**config.mk**
```make
export PLATFORM = sky130hd
export DESIGN_NAME = script_tokenizer_core
export DESIGN_NICKNAME = d
export VERILOG_FILES = /design/src/stok_pkg.sv /design/src/stok_scan.sv /design/src/script_tokenizer_core.sv
export VERILOG_INCLUDE_DIRS = /design/src /design/src/src
export SDC_FILE = /design/constraint.sdc
export NUM_CORES = 1
export LEC_CHECK = 0
export BUFFER_PORTS_ARGS = -buffer_cell sky130_fd_sc_hd__buf_2
export CORE_MARGIN = 2
export CORE_UTILIZATION = 60
export DETAILED_ROUTE_END_ITERATION = 12
export PLACE_DENSITY = 0.79
export SLEW_MARGIN = 10
export SYNTH_ARGS = -nofsm -noshare
export SYNTH_HDL_FRONTEND = slang
export SYNTH_SLANG_ARGS = --single-unit
```
**constraint.sdc**
```tcl
create_clock -name clk_i -period 13.1 [get_ports clk_i]
set_clock_uncertainty 0.1 [all_clocks]
set_input_delay 1.31 -clock clk_i [delete_from_list [all_inputs] [get_ports clk_i]]
set_output_delay 1.31 -clock clk_i [all_outputs]
set_load 0.03 [all_outputs]
```
**src/assert_macros.svh**
```systemverilog
// Assertion macros shared by the tokenizer RTL.
// Each macro expects clk_i and rst_ni in the scope where it is used.
`ifndef ASSERT_MACROS_SVH
`define ASSERT_MACROS_SVH

// Same-cycle implication, checked outside reset.
`define ASSERT_IMPLY(label, ante, cons, msg) \
  label: assert property (@(posedge clk_i) disable iff (!rst_ni) (ante) |-> (cons)) \
    else $error(msg);

// Next-cycle implication, checked outside reset.
`define ASSERT_NEXT(label, ante, cons, msg) \
  label: assert property (@(posedge clk_i) disable iff (!rst_ni) (ante) |=> (cons)) \
    else $error(msg);

`endif

```
**src/stok_pkg.sv**
```systemverilog
`timescale 1ns / 1ps
// Shared types and constants of the script tokenizer.
// Used by stok_scan and script_tokenizer_core; depends on nothing.
package stok_pkg;

  localparam int unsigned MaxResults = 4;

  localparam logic [7:0] ChLbrace  = 8'h7B;
  localparam logic [7:0] ChRbrace  = 8'h7D;
  localparam logic [7:0] ChQuote   = 8'h22;
  localparam logic [7:0] ChSlash   = 8'h2F;
  localparam logic [7:0] ChStar    = 8'h2A;
  localparam logic [7:0] ChNewline = 8'h0A;
  localparam logic [7:0] ChTab     = 8'h09;
  localparam logic [7:0] ChCr      = 8'h0D;
  localparam logic [7:0] ChSpace   = 8'h20;
  localparam logic [7:0] ChEnd     = 8'h00;

  localparam logic [1:0] KindWord  = 2'd0;
  localparam logic [1:0] KindQuote = 2'd1;
  localparam logic [1:0] KindBrace = 2'd2;

  localparam logic [7:0] MaxCharsReset = 8'd255;

  typedef struct packed {
    logic [7:0] ch;
    logic       has_char;
    logic [1:0] kind;
    logic       tok_end;
    logic       done;
    logic       last;
  } res_t;

  typedef struct packed {
    res_t [MaxResults-1:0] res;
    logic [2:0]            cnt;
  } step_t;

endpackage

```
**src/stok_scan.sv**
```systemverilog
`timescale 1ns / 1ps
// Scanner state and per-byte result list of the script tokenizer.
// Depends on stok_pkg.
module stok_scan (
  input  logic           clk_i,
  input  logic           rst_ni,
  input  logic           accept_i,
  input  logic [7:0]     text_byte_i,
  input  logic [7:0]     max_chars_i,
  output stok_pkg::step_t step_o
);
  import stok_pkg::*;

  typedef enum logic [2:0] {
    ModeIdle,
    ModeSlash,
    ModeLine,
    ModeBlock,
    ModeBlockStar,
    ModeWord,
    ModeQuote
  } mode_e;

  mode_e        mode_q, mode_d;
  logic [7:0]   kept_q, kept_d;
  logic [2:0]   n_v;
  res_t [MaxResults-1:0] res_v;
  logic         do_word, do_start;
  logic [7:0]   b;

  function automatic res_t make_res(logic [7:0] ch, logic has, logic [1:0] kind,
                                    logic tok_end, logic done);
    res_t r;
    r.ch       = ch;
    r.has_char = has;
    r.kind     = kind;
    r.tok_end  = tok_end;
    r.done     = done;
    r.last     = 1'b0;
    return r;
  endfunction

  function automatic logic is_space(logic [7:0] c);
    return ((c >= ChTab) && (c <= ChCr)) || (c == ChSpace);
  endfunction

  assign b = text_byte_i;

  always_comb begin
    mode_d   = mode_q;
    kept_d   = kept_q;
    n_v      = '0;
    res_v    = '0;
    do_word  = 1'b0;
    do_start = 1'b0;

    unique case (mode_q)
      ModeSlash: begin
        if (b == ChSlash) begin
          mode_d = ModeLine;
        end else if (b == ChStar) begin
          mode_d = ModeBlock;
        end else begin
          kept_d = '0;
          mode_d = ModeWord;
          if (kept_d < max_chars_i) begin
            res_v[n_v[1:0]] = make_res(ChSlash, 1'b1, KindWord, 1'b0, 1'b0);
            n_v    = n_v + 3'd1;
            kept_d = kept_d + 8'd1;
          end
          do_word = 1'b1;
        end
      end
      ModeLine: begin
        if (b == ChEnd) begin
          res_v[n_v[1:0]] = make_res(ChEnd, 1'b0, KindWord, 1'b0, 1'b1);
          n_v    = n_v + 3'd1;
          mode_d = ModeIdle;
          kept_d = '0;
        end else if (b == ChNewline) begin
          mode_d = ModeIdle;
        end
      end
      ModeBlock: begin
        if (b == ChEnd) begin
          res_v[n_v[1:0]] = make_res(ChEnd, 1'b0, KindWord, 1'b0, 1'b1);
          n_v    = n_v + 3'd1;
          mode_d = ModeIdle;
          kept_d = '0;
        end else if (b == ChStar) begin
          mode_d = ModeBlockStar;
        end
      end
      ModeBlockStar: begin
        if (b == ChEnd) begin
          res_v[n_v[1:0]] = make_res(ChEnd, 1'b0, KindWord, 1'b0, 1'b1);
          n_v    = n_v + 3'd1;
          mode_d = ModeIdle;
          kept_d = '0;
        end else if (b == ChSlash) begin
          mode_d = ModeIdle;
        end else if (b != ChStar) begin
          mode_d = ModeBlock;
        end
      end
      ModeWord: begin
        do_word = 1'b1;
      end
      ModeQuote: begin
        if (b == ChEnd) begin
          res_v[n_v[1:0]] = make_res(ChEnd, 1'b0, KindQuote, 1'b1, 1'b0);
          n_v = n_v + 3'd1;
          res_v[n_v[1:0]] = make_res(ChEnd, 1'b0, KindWord, 1'b0, 1'b1);
          n_v    = n_v + 3'd1;
          mode_d = ModeIdle;
          kept_d = '0;
        end else if ((b == ChQuote) || (b == ChNewline)) begin
          res_v[n_v[1:0]] = make_res(ChEnd, 1'b0, KindQuote, 1'b1, 1'b0);
          n_v    = n_v + 3'd1;
          mode_d = ModeIdle;
        end else if (kept_d < max_chars_i) begin
          res_v[n_v[1:0]] = make_res(b, 1'b1, KindQuote, 1'b0, 1'b0);
          n_v    = n_v + 3'd1;
          kept_d = kept_d + 8'd1;
        end
      end
      default: begin
        do_start = 1'b1;
      end
    endcase

    // A word ends at whitespace, a brace or a quote; that byte then opens the next token.
    if (do_word) begin
      if (b == ChEnd) begin
        res_v[n_v[1:0]] = make_res(ChEnd, 1'b0, KindWord, 1'b1, 1'b0);
        n_v = n_v + 3'd1;
        res_v[n_v[1:0]] = make_res(ChEnd, 1'b0, KindWord, 1'b0, 1'b1);
        n_v    = n_v + 3'd1;
        mode_d = ModeIdle;
        kept_d = '0;
      end else if (is_space(b) || (b == ChLbrace) || (b == ChRbrace) || (b == ChQuote)) begin
        res_v[n_v[1:0]] = make_res(ChEnd, 1'b0, KindWord, 1'b1, 1'b0);
        n_v      = n_v + 3'd1;
        mode_d   = ModeIdle;
        do_start = 1'b1;
      end else if (kept_d < max_chars_i) begin
        res_v[n_v[1:0]] = make_res(b, 1'b1, KindWord, 1'b0, 1'b0);
        n_v    = n_v + 3'd1;
        kept_d = kept_d + 8'd1;
      end
    end

    if (do_start) begin
      if (b == ChEnd) begin
        res_v[n_v[1:0]] = make_res(ChEnd, 1'b0, KindWord, 1'b0, 1'b1);
        n_v    = n_v + 3'd1;
        mode_d = ModeIdle;
        kept_d = '0;
      end else if (is_space(b)) begin
        mode_d = ModeIdle;
      end else if (b == ChSlash) begin
        mode_d = ModeSlash;
      end else if ((b == ChLbrace) || (b == ChRbrace)) begin
        res_v[n_v[1:0]] = make_res(b, 1'b1, KindBrace, 1'b0, 1'b0);
        n_v = n_v + 3'd1;
        res_v[n_v[1:0]] = make_res(ChEnd, 1'b0, KindBrace, 1'b1, 1'b0);
        n_v    = n_v + 3'd1;
        mode_d = ModeIdle;
      end else if (b == ChQuote) begin
        kept_d = '0;
        mode_d = ModeQuote;
      end else begin
        kept_d = '0;
        mode_d = ModeWord;
        if (kept_d < max_chars_i) begin
          res_v[n_v[1:0]] = make_res(b, 1'b1, KindWord, 1'b0, 1'b0);
          n_v    = n_v + 3'd1;
          kept_d = kept_d + 8'd1;
        end
      end
    end

    if (n_v != 3'd0) begin
      res_v[n_v[1:0] - 2'd1].last = 1'b1;
    end

    step_o.res = res_v;
    step_o.cnt = n_v;
  end

  always_ff @(posedge clk_i or negedge rst_ni) begin
    if (!rst_ni) begin
      mode_q <= ModeIdle;
      kept_q <= '0;
    end else if (accept_i) begin
      mode_q <= mode_d;
      kept_q <= kept_d;
    end
  end

endmodule

```
**src/script_tokenizer_core.sv**
```systemverilog
`timescale 1ns / 1ps
// Channel     | Signals                                      | Direction
// text in     | in_valid_i, in_stall_o, text_byte_i          | request in
// result out  | out_valid_o, out_stall_i, token_char_o ...   | request out
// config      | cfg_we_i, cfg_wdata_i (max_token_chars)      | write only
// A byte is scanned in the cycle it is accepted and its results appear from the next cycle.
// While out_stall_i is low, results leave one per cycle from a four-entry result buffer;
// a byte with n results holds the input until its last result leaves, others flow one per
// cycle. Reset returns the scanner to idle between tokens and sets the limit to 255.
// Top level of the script tokenizer; depends on stok_pkg and stok_scan.
`include "assert_macros.svh"
module script_tokenizer_core (
  input  logic       clk_i,
  input  logic       rst_ni,
  input  logic       in_valid_i,
  output logic       in_stall_o,
  input  logic [7:0] text_byte_i,
  output logic       out_valid_o,
  input  logic       out_stall_i,
  output logic [7:0] token_char_o,
  output logic       has_char_o,
  output logic [1:0] token_kind_o,
  output logic       token_end_o,
  output logic       stream_done_o,
  output logic       last_of_step_o,
  input  logic       cfg_we_i,
  input  logic [7:0] cfg_wdata_i
);
  import stok_pkg::*;

  logic [7:0]            max_chars_q;
  res_t [MaxResults-1:0] buf_q, buf_d;
  logic [2:0]            cnt_q, cnt_d;
  logic                  in_accept, pop;
  step_t                 step;

  assign pop        = (cnt_q != 3'd0) && !out_stall_i;
  assign in_stall_o = !((cnt_q == 3'd0) || ((cnt_q == 3'd1) && !out_stall_i));
  assign in_accept  = in_valid_i && !in_stall_o;

  stok_scan u_scan (
    .clk_i       (clk_i),
    .rst_ni      (rst_ni),
    .accept_i    (in_accept),
    .text_byte_i (text_byte_i),
    .max_chars_i (max_chars_q),
    .step_o      (step)
  );

  always_comb begin
    buf_d = buf_q;
    cnt_d = cnt_q;
    if (in_accept) begin
      buf_d = step.res;
      cnt_d = step.cnt;
    end else if (pop) begin
      for (int i = 0; i < MaxResults - 1; i++) begin
        buf_d[i] = buf_q[i+1];
      end
      cnt_d = cnt_q - 3'd1;
    end
  end

  always_ff @(posedge clk_i or negedge rst_ni) begin
    if (!rst_ni) begin
      cnt_q       <= '0;
      max_chars_q <= MaxCharsReset;
    end else begin
      cnt_q <= cnt_d;
      if (cfg_we_i) begin
        max_chars_q <= cfg_wdata_i;
      end
    end
  end

  always_ff @(posedge clk_i) begin
    buf_q <= buf_d;
  end

  assign out_valid_o    = (cnt_q != 3'd0);
  assign token_char_o   = buf_q[0].ch;
  assign has_char_o     = buf_q[0].has_char;
  assign token_kind_o   = buf_q[0].kind;
  assign token_end_o    = buf_q[0].tok_end;
  assign stream_done_o  = buf_q[0].done;
  assign last_of_step_o = buf_q[0].last;

  `ASSERT_IMPLY(a_done_is_last, out_valid_o && stream_done_o, last_of_step_o && !has_char_o, "Done result must close its step and carry no character.")
  `ASSERT_IMPLY(a_end_no_char, out_valid_o && token_end_o, !has_char_o && !stream_done_o, "Token end result must carry no character.")
  `ASSERT_NEXT(a_step_contiguous, out_valid_o && !last_of_step_o, out_valid_o, "Results of one byte must follow each other without a gap.")
  `ASSERT_NEXT(a_drain_empty, out_valid_o && !out_stall_i && last_of_step_o && !in_accept, !out_valid_o, "Buffer must be empty after the last result leaves.")

endmodule

```
[Word level (Yosys, flattened, before mapping)]
Cells that the tools add are included.
Cells by class
  magnitude comparators: 15
  equality and inequality tests: 15
  multiplexer cells: 104
  add/subtract/negate cells: 8
  reduce and logical (&&, ||, !) cells: 25
  bitwise logic cells: 12
Operator list (count)
  $mux 56: 12
  $bwmux 56: 4
  $not 52->52: 3
  $demux 14 s2: 5
  $mux 8: 16
  $mux 14: 8
  $mux 3: 36
  $and 52x52->52: 2
  $mux 42: 2
  $and 26x52->52: 1
  $and 48x48->48: 1
  $not 48->48: 1
  $pmux 14 s3: 1
  $eq 8x6->1 const B: 4
  $mux 12: 2
  $pmux 8 s3: 1
  $add 8x1->8 const B: 2
  $eq 8x7->1 const B: 2
  $lt 8x8->1: 2
  $lt 2x3->1 const B: 5
  $pmux 3 s5: 1
  $add 3x1->3 const B: 4
  $mux 1: 11
  $ge 2x1->1 const B: 5
  25 further kinds: 48
Word-level totals
  bits of input ports: 21
  word-level logic and storage cells: 207
  output and inout bits: 16
  register bits: 78

[Depth between registers and ports, before layout]
  depth after elaboration: 26
  mapped depth: 27
  mapped depth without buffers: 26

[Modules after synthesis]
From an unflattened synthesis, not the netlist that was laid out.
Second synthesis, totals
  cell total of the unflattened synthesis: 630
  area total of the unflattened synthesis: 6185.9 sq um
By module, submodules not included
  stok_scan: sequential area each 275.3 sq um, area each 3270.6 sq um, times used 1, cells each 475
  script_tokenizer_core: sequential area each 1966.9 sq um, area each 2915.3 sq um, times used 1, cells each 155

[Worst setup path after synthesis]
OpenSTA, ideal clock, no wires.
  path kind: input port to flip-flop
  start point: in text_byte_i[4]
  end point: reg buf_q[14] in the netlist's numbering (data pin)
  slack: 6486 ps
  data required time: 12744 ps
  arrival: 6258 ps
  buffers on the path: 2
  stages on the path: 24
  library setup time: 256 ps
  cells stage by stage: or3_1 -> buf_6 -> or3_4 -> buf_6 -> a221o_1 -> and2_1 -> o21ai_0 -> nand2_1 -> o21ai_1 -> ha_1 -> nand4_1 -> nor2_1 -> o21ai_0 -> a311oi_4 -> nor2_1 -> a311oi_4 -> inv_1 -> ha_1 -> or3_1 -> o311ai_0 -> nand2_1 -> a221oi_1 -> nor2_1 -> a22o_1
RTL lines
  from (decl): RTL line script_tokenizer_core.sv:17  | input logic [7:0] text_byte_i,
  to (signal assigned): RTL line script_tokenizer_core.sv:77  | buf_q <= buf_d;
  to (decl): RTL line script_tokenizer_core.sv:32  | res_t [MaxResults-1:0] buf_q, buf_d;

==> qor.csv <==
stage,metric,value,unit
global_route,number of global-route vias before repair,5096,
job,maxcap violations,0,
synth,top_reg_cell synth,edfxtp_1,
setup_path,CP max stage delay,0.83,ns
timing,RSZ-0062 raised after global routing,no,
clocking,CTS Buf Count,9,
routing,drt via density,6.77,
pwr,Leak,2.42,nW
routing,vias after detailed routing,5421,
layout,share of layout cells above drive strength 1,13.2,%
layout,filler instances,759,
pwr,Max rail drop VDD,0.134,mV
setup_path,CP Cell Sequence,buf_2 > nor3_1 > nand3_1 > nand2_1 > a31oi_1 > o31ai_1 > inv_1 > ha_1 > nand3_1 > nor2_1 > o21ai_0 > a311oi_4 > nor2_1 > a311oi_4 > inv_1 > ha_1 > or3_1 > o311ai_0 > nand2_1 > a221oi_1 > nor2_1 > a22o_1,
global_route,met2 usage,51.7,%
clocking,CTS max path bufs,2,
die,Rows,35,
setup_path,Worst Path Arrival,7.95,ns
setup_path,crit end category,flip-flop,
global_route,GR peak layer,met2,
setup_path,highest-delay cell along the critical path,nand3_1,
die,Die H,103,µm
clocking,TritonCTS Sinks,75,
setup_path,FF-to-FF setup slack,6.00,ns
synth,"Net Count, Synth",717,
layout,"commonest non-fill, non-tap cell in the layout",nand2_1,
setup_path,critical path type,in2reg,
synth,Synth Register Bits,75,
timing,Peak Freq,126,MHz
routing,First-pass DRT Iterations,6,
setup_path,startpoint types,input port,
placement,Port Buffers,36,
layout,fin cells,801,
timing,Fin. Hold Viols,0,
synth,cell count after synthesis,662,
setup_path,Reg-to-Reg Start,max_chars_q[7],
synth,Synth async-reset ratio,29.3,%
die,starting density of the core,62.4,%
timing,"Period Utilization, post-route",60.5,%
setup_path,crit path from,text_byte_i[4],
setup_path,CP max FO,23,
routing,initial DRC count,643,
global_route,GR Util met1,47.6,%
layout,most frequent cells in the layout,"nand2_1 (86), edfxtp_1 (53), o21ai_0 (52)",
clocking,clk_lat worst skew,0.36,ns
timing,final setup vio count,0,
pwr,pwr/cell area,209,mW/mm²
global_route,Congestion Overflow GR,0,
clocking,hold buffers post-CTS,0,
die,core box area,0.00933,mm²
synth,synth warn,0,
placement,post-detail-place hpwl,12100,µm
timing,Setup TNS Final,0,ns
die,die width,103,µm
global_route,largest net degree at the start of global routing,61,
layout,Final Cell Area,0.00618,mm²
placement,post-place instance area,0.00597,mm²
layout,Syn-to-layout area delta,6.19,%
worst_hold_path,Hold WC Path Type,reg2reg,
layout,Nets,722,
synth,post-synthesis sequential area ratio,37.0,%
worst_hold_path,HP Start,cnt_q[1],
synth,Mapped Area,0.00582,mm²
clocking,htree depth,3,
setup_path,"Req. time, crit path",13.12,ns
timing,Period minus WS final,7.93,ns
placement,placed cell count,785,
clocking,post-CTS setup buffer count,0,
clocking,root buffer cell,clkbuf_8,
pwr,Pwr Total,1.29,mW
synth,Post-synth EDFFs,53,
timing,worst setup margin,5.17,ns
die,io pins,37,
routing,WL/cell,21.1,µm
placement,"worst slack, placed",5.01,ns
routing,DR DRC count,0,
global_route,first-pass GRT wire length,27000,µm
synth,Mapped Avg Cell Area,8.80,µm²
timing,fin. max-slew vios,0,
timing,headroom to the max-slew limit,31.2,%
timing,Worst Tran Pin Value,1.02,ns
status,status,finished clean,
setup_path,CP most frequent cell,nor2_1,
clocking,CTS tree,yes,
layout,Util after Layout,66.3,%
synth,Netlist cell types,76,
clocking,Worst-path clk slew,0.09,ns
clocking,Resized Gates After CTS,0,
global_route,initial antenna violation count,0,
global_route,M3 GR Usage,6.98,%
timing,Hold Slack,0.414,ns
die,full die area,0.0105,mm²
layout,ant diodes,0,
routing,drt total wl,16900,µm
placement,GPL Wtd Cong,1.00,
routing,antenna-violating nets left,0,
global_route,GRT Resource Usage Total,33.5,%
==> where the power goes <==
group / internal, mW / switching, mW / leakage [nW]
Sequential: 0.348 / 0.0579 / 0.789
Clock: 0.108 / 0.0965 / 0.101
Combinational: 0.223 / 0.461 / 1.53
==> logic make-up after synthesis <==
family,Yosys count,synth area share [%]
AND/OR/NAND/NOR,238,20.7
buffers and inverters,74,5.80
flip-flops,75,37.0
adder cells (fa/ha/maj),34,7.31
XOR/XNOR,5,0.752
AO/OA/AOI/OAI,231,27.5
multiplexers,5,0.902
==> critical path: cells and delay by family <==
family	cells	cell delay, ns
compound gates	8	2.71
fa+ha+maj	2	0.60
simple gates	9	2.82
buf+inv	3	0.49
==> registers in the layout, summed over array words and instances, names as in the netlist <==
name	count
buf_q	39
cnt_q	3
token_kind_o	2
u_scan.kept_q	8
stream_done_o	1
u_scan.mode_q	3
token_char_o	8
last_of_step_o	1
max_chars_q	8
token_end_o	1
has_char_o	1
==> area by class of cell <==
type / count / area [µm²] / area share (%)
Clock inverter: 6 / 87.6 / 1.42
Timing Repair Buffer: 41 / 218 / 3.52
Sequential cell: 75 / 2150 / 34.8
Clock buffer: 10 / 128 / 2.06
Multi-Input combinational cell: 513 / 3340 / 53.9
Tap cell: 129 / 161 / 2.61
Inverter: 27 / 101 / 1.64
==> per-layer routing <==
layer  share of wire, %  vias to the layer above
met5                  0                        -
met3                9.5                       46
met1                 43                     2577
met4                2.5                        0
met2                 45                      307
li1                   -                     2491
==> Yosys cell counts, drive strengths merged (5+ instances only) <==
library cell	count	area [µm²]
nand3	24	120
a21o	10	75.1
dfstp	8	210
a31oi	12	75.1
o211ai	8	60.1
nand2	87	327
and3	10	72.6
nor2	39	146
o22ai	9	56.3
nor2b	13	81.3
a21boi	5	37.5
a22o	17	149
nor4	7	58.8
ha	34	425
o21ai	60	312
a22oi	8	65.1
nand2b	5	31.3
o31ai	5	37.5
a211oi	5	50.1
buf	16	120
dfrtp	14	350
o21a	5	37.5
edfxtp	53	1590
clkbuf	31	116
and2	7	43.8
a21oi	44	220
or3	5	36.3
nor3	21	139
inv	27	101
==> path summary, 6_finish.rpt <==
| path | to | depth (start not counted) |
|---|---|---|
| setup / recovery | buf_q[14] | 22 |
| hold / removal | cnt_q[1] | 1 |
| setup reg to reg | buf_q[14] | 24 |
| hold reg to reg | cnt_q[1] | 1 |
| max in group asynchronous | max_chars_q[0] | 1 |
| min in group asynchronous | u_scan.kept_q[2] | 1 |
(Power assumes the default switching activity.)
